`config.mk`:
```
export PLATFORM = sky130hd
export DESIGN_NAME = binary_arithmetic_encoder_flat
export DESIGN_NICKNAME = d
export VERILOG_FILES = /design/src/sv/bae_pkg.sv /design/src/sv/bae_if.sv /design/src/sv/binary_arithmetic_encoder.sv /design/src/sv/bae_ctrl.sv /design/src/sv/bae_datapath.sv /design/src/flat_wrapper.sv
export SDC_FILE = /design/constraint.sdc
export NUM_CORES = 2
export LEC_CHECK = 0
export BUFFER_PORTS_ARGS = -buffer_cell sky130_fd_sc_hd__clkbuf_2
export CAP_MARGIN = 20
export CORE_MARGIN = 5
export CORE_UTILIZATION = 55
export CTS_BUF_LIST = sky130_fd_sc_hd__clkbuf_4 sky130_fd_sc_hd__clkbuf_8 sky130_fd_sc_hd__clkbuf_16
export CTS_CLUSTER_SIZE = 14
export DETAILED_ROUTE_END_ITERATION = 8
export PLACE_DENSITY = 0.79
export RECOVER_POWER = 50
export SYNTH_ARGS = -nofsm -noshare
export SYNTH_HDL_FRONTEND = slang
export SYNTH_SLANG_ARGS = --single-unit
```
`constraint.sdc`:
```
create_clock -name clock -period 13.36 [get_ports clock]
set_clock_uncertainty 0.15 [all_clocks]
set_input_delay 0.668 -clock clock [delete_from_list [all_inputs] [get_ports clock]]
set_output_delay 0.668 -clock clock [all_outputs]
set_load 0.05 [all_outputs]
```
`src/sv/bae_pkg.sv`:
```
package bae_pkg;

   // field widths
   localparam int unsigned BOUND_W = 32;
   localparam int unsigned PROB_W  = 16;
   localparam int unsigned BYTE_W  = 8;

   typedef logic [BOUND_W-1:0] bound_type;
   typedef logic [PROB_W-1:0]  prob_type;
   typedef logic [BYTE_W-1:0]  byte_type;

   // interval after reset
   localparam bound_type LOW_RESET  = 32'h0000_0000;
   localparam bound_type HIGH_RESET = 32'hffff_ffff;

   // item mode codes
   typedef enum logic {
      MODE_ENCODE = 1'b0,
      MODE_FLUSH  = 1'b1
   } mode_type;

   // controller states
   typedef enum logic [2:0] {
      ST_IDLE,
      ST_MUL,
      ST_MID,
      ST_EMIT,
      ST_FINAL
   } state_type;

   // controller to datapath
   typedef struct packed {
      logic load;
      logic mul;
      logic update;
      logic shift_emit;
      logic final_emit;
      logic emit_last;
   } dp_cmd_type;

   // datapath to controller
   typedef struct packed {
      logic flush;
      logic shared;
      logic shared_next;
      logic out_free;
   } dp_status_type;

endpackage

```
`src/sv/bae_if.sv`:
```
// input item channel
interface bae_req_if;
   logic                valid;
   logic                ready;
   logic                mode;
   logic                bit_value;
   bae_pkg::prob_type   prob_one;

   modport source (output valid, output mode, output bit_value, output prob_one,
                   input ready);
   modport sink   (input valid, input mode, input bit_value, input prob_one,
                   output ready);
endinterface

// result item channel
interface bae_rsp_if;
   logic                valid;
   logic                ready;
   bae_pkg::byte_type   out_byte;
   logic                last_of_run;

   modport source (output valid, output out_byte, output last_of_run, input ready);
   modport sink   (input valid, input out_byte, input last_of_run, output ready);
endinterface

```
`src/sv/binary_arithmetic_encoder.sv`:
```
// channel   dir  handshake      payload
// req_port  in   valid / ready  mode, bit_value, prob_one[15:0]
// rsp_port  out  valid / ready  out_byte[7:0], last_of_run
//
// an encode item runs multiply, interval update, then emits each shared top
// byte (0 to 4 bytes), one per cycle while the result is taken, and ends
// when no shared byte is left
// a flush item emits the shared bytes and then the top byte of high
// synchronous active-high reset sets the interval to [0, 0xffffffff]
// a stalled result holds the byte loop; the next item is taken while it waits
module binary_arithmetic_encoder import bae_pkg::*; (
   input  logic      clock,
   input  logic      reset,
   bae_req_if.sink   req_port,
   bae_rsp_if.source rsp_port
);

   dp_cmd_type    cmd;
   dp_status_type status;

   // sequencer
   bae_ctrl u_ctrl (
      .clock     (clock),
      .reset     (reset),
      .req_valid (req_port.valid),
      .req_mode  (req_port.mode),
      .req_ready (req_port.ready),
      .status    (status),
      .cmd       (cmd)
   );

   // interval arithmetic and output register
   bae_datapath u_datapath (
      .clock           (clock),
      .reset           (reset),
      .cmd             (cmd),
      .status          (status),
      .req_mode        (req_port.mode),
      .req_bit_value   (req_port.bit_value),
      .req_prob_one    (req_port.prob_one),
      .rsp_valid       (rsp_port.valid),
      .rsp_ready       (rsp_port.ready),
      .rsp_out_byte    (rsp_port.out_byte),
      .rsp_last_of_run (rsp_port.last_of_run)
   );

endmodule

```
`src/sv/bae_ctrl.sv`:
```
module bae_ctrl import bae_pkg::*; (
   input  logic          clock,
   input  logic          reset,
   input  logic          req_valid,
   input  logic          req_mode,
   output logic          req_ready,
   input  dp_status_type status,
   output dp_cmd_type    cmd
);

   state_type state_ff;
   state_type state_in;

   // state register
   always_ff @(posedge clock) begin
      if (reset) begin
         state_ff <= ST_IDLE;
      end else begin
         state_ff <= state_in;
      end
   end

   // next state
   always_comb begin
      state_in = state_ff;
      case (state_ff)
         ST_IDLE: begin
            if (req_valid) begin
               state_in = (req_mode == MODE_FLUSH) ? ST_EMIT : ST_MUL;
            end
         end
         ST_MUL: begin
            state_in = ST_MID;
         end
         ST_MID: begin
            state_in = ST_EMIT;
         end
         ST_EMIT: begin
            if (!status.shared) begin
               state_in = status.flush ? ST_FINAL : ST_IDLE;
            end
         end
         ST_FINAL: begin
            if (status.out_free) begin
               state_in = ST_IDLE;
            end
         end
         default: begin
            state_in = ST_IDLE;
         end
      endcase
   end

   // commands
   always_comb begin
      req_ready = 1'b0;
      cmd       = '0;
      case (state_ff)
         ST_IDLE: begin
            req_ready = 1'b1;
            cmd.load  = req_valid;
         end
         ST_MUL: begin
            cmd.mul = 1'b1;
         end
         ST_MID: begin
            cmd.update = 1'b1;
         end
         ST_EMIT: begin
            // shared top byte goes out; last only when encoding and none follows
            cmd.shift_emit = status.shared && status.out_free;
            cmd.emit_last  = !status.flush && !status.shared_next;
         end
         ST_FINAL: begin
            cmd.final_emit = status.out_free;
         end
         default: begin
            cmd = '0;
         end
      endcase
   end

endmodule

```
`src/sv/bae_datapath.sv`:
```
module bae_datapath import bae_pkg::*; (
   input  logic          clock,
   input  logic          reset,
   input  dp_cmd_type    cmd,
   output dp_status_type status,
   input  logic          req_mode,
   input  logic          req_bit_value,
   input  prob_type      req_prob_one,
   output logic          rsp_valid,
   input  logic          rsp_ready,
   output byte_type      rsp_out_byte,
   output logic          rsp_last_of_run
);

   bound_type low_ff, low_in;
   bound_type high_ff, high_in;
   logic      flush_ff, flush_in;
   logic      bit_ff, bit_in;
   prob_type  prob_ff, prob_in;
   bound_type prod_hi_ff, prod_hi_in;
   bound_type prod_lo_ff, prod_lo_in;
   logic      out_valid_ff, out_valid_in;
   byte_type  out_byte_ff, out_byte_in;
   logic      out_last_ff, out_last_in;

   bound_type span;
   bound_type mid;
   logic      out_free;

   // interval width and split point
   assign span = high_ff - low_ff;
   assign mid  = low_ff + prod_hi_ff + {16'h0000, prod_lo_ff[31:16]};

   // two 16x16 partial products of span * prob
   assign prod_hi_in = {16'h0000, span[31:16]} * {16'h0000, prob_ff};
   assign prod_lo_in = {16'h0000, span[15:0]} * {16'h0000, prob_ff};

   assign out_free = !out_valid_ff || rsp_ready;

   // status back to the controller
   assign status.flush       = flush_ff;
   assign status.shared      = (low_ff[31:24] == high_ff[31:24]);
   assign status.shared_next = (low_ff[23:16] == high_ff[23:16]);
   assign status.out_free    = out_free;

   // item capture
   always_comb begin
      flush_in = flush_ff;
      bit_in   = bit_ff;
      prob_in  = prob_ff;
      if (cmd.load) begin
         flush_in = (req_mode == MODE_FLUSH);
         bit_in   = req_bit_value;
         prob_in  = req_prob_one;
      end
   end

   // interval update and byte shift
   always_comb begin
      low_in  = low_ff;
      high_in = high_ff;
      if (cmd.update) begin
         if (bit_ff) begin
            high_in = mid;
         end else begin
            low_in = mid + 32'd1;
         end
      end else if (cmd.shift_emit) begin
         low_in  = {low_ff[23:0], 8'h00};
         high_in = {high_ff[23:0], 8'hff};
      end
   end

   // output register
   always_comb begin
      out_valid_in = out_valid_ff;
      out_byte_in  = out_byte_ff;
      out_last_in  = out_last_ff;
      if (cmd.shift_emit) begin
         out_valid_in = 1'b1;
         out_byte_in  = high_ff[31:24];
         out_last_in  = cmd.emit_last;
      end else if (cmd.final_emit) begin
         out_valid_in = 1'b1;
         out_byte_in  = high_ff[31:24];
         out_last_in  = 1'b1;
      end else if (rsp_ready) begin
         out_valid_in = 1'b0;
      end
   end

   // state with reset
   always_ff @(posedge clock) begin
      if (reset) begin
         low_ff       <= LOW_RESET;
         high_ff      <= HIGH_RESET;
         out_valid_ff <= 1'b0;
         flush_ff     <= 1'b0;
      end else begin
         low_ff       <= low_in;
         high_ff      <= high_in;
         out_valid_ff <= out_valid_in;
         flush_ff     <= flush_in;
      end
   end

   // payload registers
   always_ff @(posedge clock) begin
      bit_ff      <= bit_in;
      prob_ff     <= prob_in;
      out_byte_ff <= out_byte_in;
      out_last_ff <= out_last_in;
      if (cmd.mul) begin
         prod_hi_ff <= prod_hi_in;
         prod_lo_ff <= prod_lo_in;
      end
   end

   assign rsp_valid       = out_valid_ff;
   assign rsp_out_byte    = out_byte_ff;
   assign rsp_last_of_run = out_last_ff;

endmodule

```
`src/flat_wrapper.sv`:
```
// flat-port wrapper written by rule: the top's interface ports become plain ports
module binary_arithmetic_encoder_flat import bae_pkg::*;
  (clock, reset, req_port_valid, req_port_mode, req_port_bit_value, req_port_prob_one, req_port_ready, rsp_port_valid, rsp_port_out_byte, rsp_port_last_of_run, rsp_port_ready);
  bae_req_if req_port_i ();
  bae_rsp_if rsp_port_i ();
  input  logic clock;
  input  logic reset;
  input wire logic [$bits(req_port_i.valid)-1:0] req_port_valid;
  input wire logic [$bits(req_port_i.mode)-1:0] req_port_mode;
  input wire logic [$bits(req_port_i.bit_value)-1:0] req_port_bit_value;
  input wire logic [$bits(req_port_i.prob_one)-1:0] req_port_prob_one;
  output wire logic [$bits(req_port_i.ready)-1:0] req_port_ready;
  output wire logic [$bits(rsp_port_i.valid)-1:0] rsp_port_valid;
  output wire logic [$bits(rsp_port_i.out_byte)-1:0] rsp_port_out_byte;
  output wire logic [$bits(rsp_port_i.last_of_run)-1:0] rsp_port_last_of_run;
  input wire logic [$bits(rsp_port_i.ready)-1:0] rsp_port_ready;
  assign req_port_i.valid = req_port_valid;
  assign req_port_i.mode = req_port_mode;
  assign req_port_i.bit_value = req_port_bit_value;
  assign req_port_i.prob_one = req_port_prob_one;
  assign req_port_ready = req_port_i.ready;
  assign rsp_port_valid = rsp_port_i.valid;
  assign rsp_port_out_byte = rsp_port_i.out_byte;
  assign rsp_port_last_of_run = rsp_port_i.last_of_run;
  assign rsp_port_i.ready = rsp_port_ready;
  binary_arithmetic_encoder u_core (.clock(clock), .reset(reset), .req_port(req_port_i), .rsp_port(rsp_port_i));
endmodule
```
**Word-level counts from Yosys, hierarchy flattened**

Index checks and enable logic that the tools add are counted.

- Add/subtract/negate cells: 4
- Reductions and logical operators: 13
- Mux-type cells: 26
- Equal/unequal tests: 11
- Multipliers: 2

Operator list:

| operator | count |
|---|---|
| 2-to-1 mux 32 bit | 6 |
| multiplier 16 x 16 -> 32 bit | 2 |
| adder 32 x 1 -> 32 bit, second input constant | 1 |
| adder 32 x 16 -> 32 bit | 1 |
| adder 32 bit | 1 |
| subtractor 32 bit | 1 |
| == test 8 bit | 2 |
| 2-to-1 mux 8 bit | 2 |
| one-hot mux 3 bit (5 select lines) | 1 |
| 2-to-1 mux 1 bit | 12 |
| 2-to-1 mux 3 bit | 4 |
| inequality test 2 bit, second input constant | 5 |
| == test 3 x 2 -> 1 bit, second input constant | 2 |
| AND reduction 2 bit | 2 |
| nonzero test 2 bit | 2 |
| == test 3 x 1 -> 1 bit, second input constant | 1 |
| == test 3 bit, second input constant | 1 |
| logical NOT 1 bit | 3 |
| logical NOT 3 bit | 1 |
| AND reduction 3 bit | 1 |
| nonzero test 3 bit | 1 |
| logical AND 1 bit | 2 |
| 2-to-1 mux 2 bit | 1 |
| logical OR 1 bit | 1 |

- Register bits: 159
- Word-level logic and storage cells: 67
- Input port bits: 22
- Output and inout bits: 11

**Depth between registers and ports, before layout**

- Depth after elaboration: 6
- Mapped depth: 38
- Gate-level depth less buffers: 37

**Modules after synthesis**

From an unflattened synthesis, not the netlist that was laid out.

- Cell total of the unflattened synthesis: 3024
- Area total of the unflattened synthesis: 26560.5 µm²

By module, submodules not included:

| module | seq. area each (µm²) | times used | area each (µm²) | cells an instance |
|---|---|---|---|---|
| bae_datapath | 3543.4 | 1 | 26337.8 | 2995 |
| bae_ctrl | 60.1 | 1 | 222.7 | 29 |

**Least setup slack after synthesis**

Ideal clock, no wire load.

- Path type: reg-to-reg
- Start point: register u_core.u_datapath.low_ff[0]
- End point: register u_core.u_datapath.prod_hi_ff[30], data pin
- Required time: 12948 ps
- Data arrival time: 8274 ps
- Path slack: 4674 ps
- Period minus slack after synthesis: 8686 ps
- Stages on the path, launching flop included: 35
- Cell sequence: dfxtp_1 -> ha_1 -> inv_1 -> fa_1 -> a21o_1 -> a21o_1 -> a21oi_1 -> or3b_2 -> a211oi_1 -> o221ai_1 -> o21ai_0 -> o41ai_1 -> xnor2_1 -> clkbuf_1 -> nand2_1 -> fa_1 -> fa_1 -> fa_1 -> inv_1 -> fa_1 -> fa_1 -> inv_1 -> fa_1 -> inv_1 -> ha_1 -> a21oi_1 -> o21ai_0 -> a211o_1 -> nand2_1 -> a2bb2oi_1 -> o21ai_0 -> o41a_1 -> a211oi_1 -> a21oi_1 -> xor2_1

- Word-level cells in the longest chain between the ends: 2

RTL lines:

| item | line | RTL |
|---|---|---|
| start: declaration | bae_datapath.sv:15 | `bound_type low_ff, low_in;` |
| start signal: assignment | bae_datapath.sv:100 | `low_ff <= low_in;` |
| subtractor 32 bit | bae_datapath.sv:31 | `assign span = high_ff - low_ff;` |
| multiplier 16 x 16 -> 32 bit | bae_datapath.sv:35 | `assign prod_hi_in = {16'h0000, span[31:16]} * {16'h0000, prob_ff};` |
| named net u_core.u_datapath.prod_hi_in[30] | bae_datapath.sv:20 | `bound_type prod_hi_ff, prod_hi_in;` |
| end signal: assignment | bae_datapath.sv:114 | `prod_hi_ff <= prod_hi_in;` |
| end: declaration | bae_datapath.sv:20 |  |

The timed path passes the listed nets, and every way through them passes these cells.
A chain may end at the register's enable or synchronous reset.

**Final worst setup path**

Same ends and word-level chain as after synthesis.

==> results.md <==
* Synth area leader: fa_1
* TritonCTS clock tree: yes
* Total Routed Length at approximately 70000 um
* Post-CTS resize count at 0
* Total track usage at between 20 and 30%
* Number of inserted diodes at 0
* Share of cells above drive strength 1 at approximately 5.2%
* Buf+Inv Stages, Crit Path at 6
* Gr ovfl total at 0
* Io pins at 33
* Chip Width at 229 um
* Die Footprint at between 0.05 and 0.06 mm2
* Area grow syn2layout at 5.26%
* Sequential area share after synthesis at 13.7%
* Post-synth EDFFs at 74
* Antenna-violating nets left at 0
* Fraction of registers with async set/reset at 0%
* CP Data Required Time at around 13 ns
* Status: finished, violations left
* Worst Setup End Kind: flop
* Post-Syn Instances at 2989
* Clock Sinks at roughly 140
* Largest cells by area after synthesis: fa_1, ha_1, edfxtp_1, inv_1, nand2_1
* Post-Syn Area at 0.0264 mm2
* First-pass GRT wire length at about 120000 um
* Die height at approximately 230 um
* CP max-delay cell: fa_1
* Initial drt markers at roughly 1.9k
* Pre-Repair DR Iteration Count at 5
* Clk root buf: clkbuf_16
* Clk Latency, worst-skew pair at 0.45 ns
* Post-CTS Setup Bufs at 0
* Most numerous cell on the critical path: fa_1
* Slew margin rel. at -85.6%
* Setup TNS at 0 ns
* Slowest cell delay on critical path at approximately 0.52 ns
* WHS at roughly 0.24 ns
* Synth cell types at 84
* Worst-path clk slew at around 0.070 ns
* Post-DR vias/cell at around 6.0
* Commonest non-fill, non-tap cell in the layout: inv_1
* Commonest non-fill, non-tap cells in the layout: inv_1, fa_1, nand2_1
* DRC at 0
* Largest net degree at the start of global routing at between 70 and 80
* Finish-stage setup viols at 0
* Placeable core region at 0.0475 mm2
* Vias in the first global route at roughly 23k
* Via count at about 21k
* Port Buffer Count at 32
* Syn nets at 3698
* Cts hold-fix bufs at 0
* Initial antenna violation count at 2
* WL per Instance at around 20 um
* Tcrit/Tclk final at 71.3%
* Most used DFF post-synth: edfxtp_1
* Final layout net count at between 3k and 4k
* Crit. Startpoint: u_core.u_datapath.low_ff[0]$_SDFFE_PP0P_
* DP HPWL at between 50000 and 60000 um
* Failing checks: capacitance limit, slew limit
* Routability congestion estimate at a little over 0.9
* Syn. warnings at 0
* Worst-margin pin slew at between 2 and 3 ns
* Tmin final at roughly 9.5 ns
* Num CTS Buffers at 17
* Initial Util at 55.4%
* CP Max Fanout at 16
* Pins Over Slew Limit at roughly 120
* Worst setup SP type: flop
* CP Class: flop to flop
* Post-synth top area share at a little under a third
* Max Freq at 0.105 GHz
* Max Root-Sink Buffers at 2
* Crit path max-delay family: adder cells
* Hold Fails Final Rpt at 0
* Syn avg cell area at approximately 9 um2
* MaxCap Viol Count at 3
* Hold/Removal Path Class: input pin to flop
* R2r startpoint: u_core.u_datapath.low_ff[0]$_SDFFE_PP0P_
* Unrepaired setup endpoints after global routing: no
* Row cnt at 80
* Hold Startpoint: req_port_prob_one[4]
* #FFs+latches synth at between 100 and 150
* H-tree levels at 4
* Crit path DAT at around 9.6 ns
layer usage:
layer	share of wire [%]	global-route usage, %	vias up
li1	-	-	9568
met1	40	36.8	10500
met2	46	45.0	1110
met3	9.9	5.86	245
met4	4.1	10.5	4
met5	0.031	0	-
final cells by class:
type	instances	area, um2
Multi-Input combinational cell	2216	20400
Fill cell	3992	19800
Sequential cell	143	3600
Clock inverter	12	93.8
Timing Repair Buffer	80	502
Clock buffer	20	489
Tap cell	615	769
Inverter	498	1870
cell usage after synthesis (all sizes together) (8+ instances only):
cell type / instances
nand4: 21
ha: 282
a221oi: 8
nand2b: 36
xnor2: 78
nand2: 388
a211oi: 23
a31oi: 14
a21o: 51
and3: 39
o21ai: 88
nor4: 11
o211ai: 20
clkbuf: 127
o21bai: 17
o22ai: 8
nand3: 77
and2: 183
nor2b: 20
a211o: 14
o21a: 17
fa: 405
or3: 15
dfxtp: 69
nor3: 42
a21oi: 121
or2: 8
nor2: 120
inv: 498
edfxtp: 74
xor2: 36
path summary, 6_finish.rpt:
check	to	slack (ns)	cells past startpoint
setup reg to reg	u_core.u_datapath.prod_hi_ff[30]$_DFFE_PP_	3.84	35
hold / removal	u_core.u_datapath.prob_ff[4]$_DFFE_PP_	0.24	1
setup / recovery	u_core.u_datapath.prod_hi_ff[30]$_DFFE_PP_	3.84	35
hold reg to reg	u_core.u_datapath.rsp_out_byte[5]$_DFFE_PP_	0.33	0
state kept, by name, summed over array words and instances (netlist names):
name,cells
u_core.u_datapath.rsp_last_of_run,1
u_core.u_datapath.high_ff,32
u_core.u_datapath.flush_ff,1
u_core.u_ctrl.state_ff,3
u_core.u_datapath.rsp_valid,1
u_core.u_datapath.bit_ff,1
u_core.u_datapath.prod_hi_ff,32
u_core.u_datapath.prob_ff,16
u_core.u_datapath.prod_lo_ff,16
u_core.u_datapath.low_ff,32
u_core.u_datapath.rsp_out_byte,8
per-stage QoR:
stage / cell area, um2 / util (%) / std cells / setup slack, ns
after detailed placement: 27200 / 57.2 / 3551 / 3.90
final: 27700 / 58.3 / 3584 / 3.84
after floorplan: 26400 / - / 2989 / 4.67
after CTS: 27800 / 58.4 / 3583 / 3.88
after global placement: 27200 / 57.2 / 3551 / 4.07
after global routing: 27700 / 58.3 / 3584 / 3.23
logic make-up (layout without fill, tap and decap cells):
| family | Yosys count | after routing | synth area share (%) |
|---|---|---|---|
| buffers and inverters | 630 | 610 | 9.17 |
| DFF | 143 | 143 | 13.7 |
| muxes | 2 | 2 | 0.0760 |
| AOI/OAI and AO/OA | 430 | 430 | 10.7 |
| xor gates and xnor gates | 114 | 114 | 3.82 |
| and+or+nand+nor | 983 | 983 | 18.4 |
| adders and majority gates | 687 | 687 | 44.2 |
worst reg2reg max path: cells and delay by family, from the launching register on:
family          cells  cell delay [ns]
compound gates     15             3.57
xor+xnor            2             0.33
fa+ha+maj           9             3.76
buf+inv             6             0.54
flops               1             0.41
simple gates        3             0.52
Power is left out: the tool's default activity adds up to more than one toggle a clock period on the data nets, which glitch-free logic cannot reach.
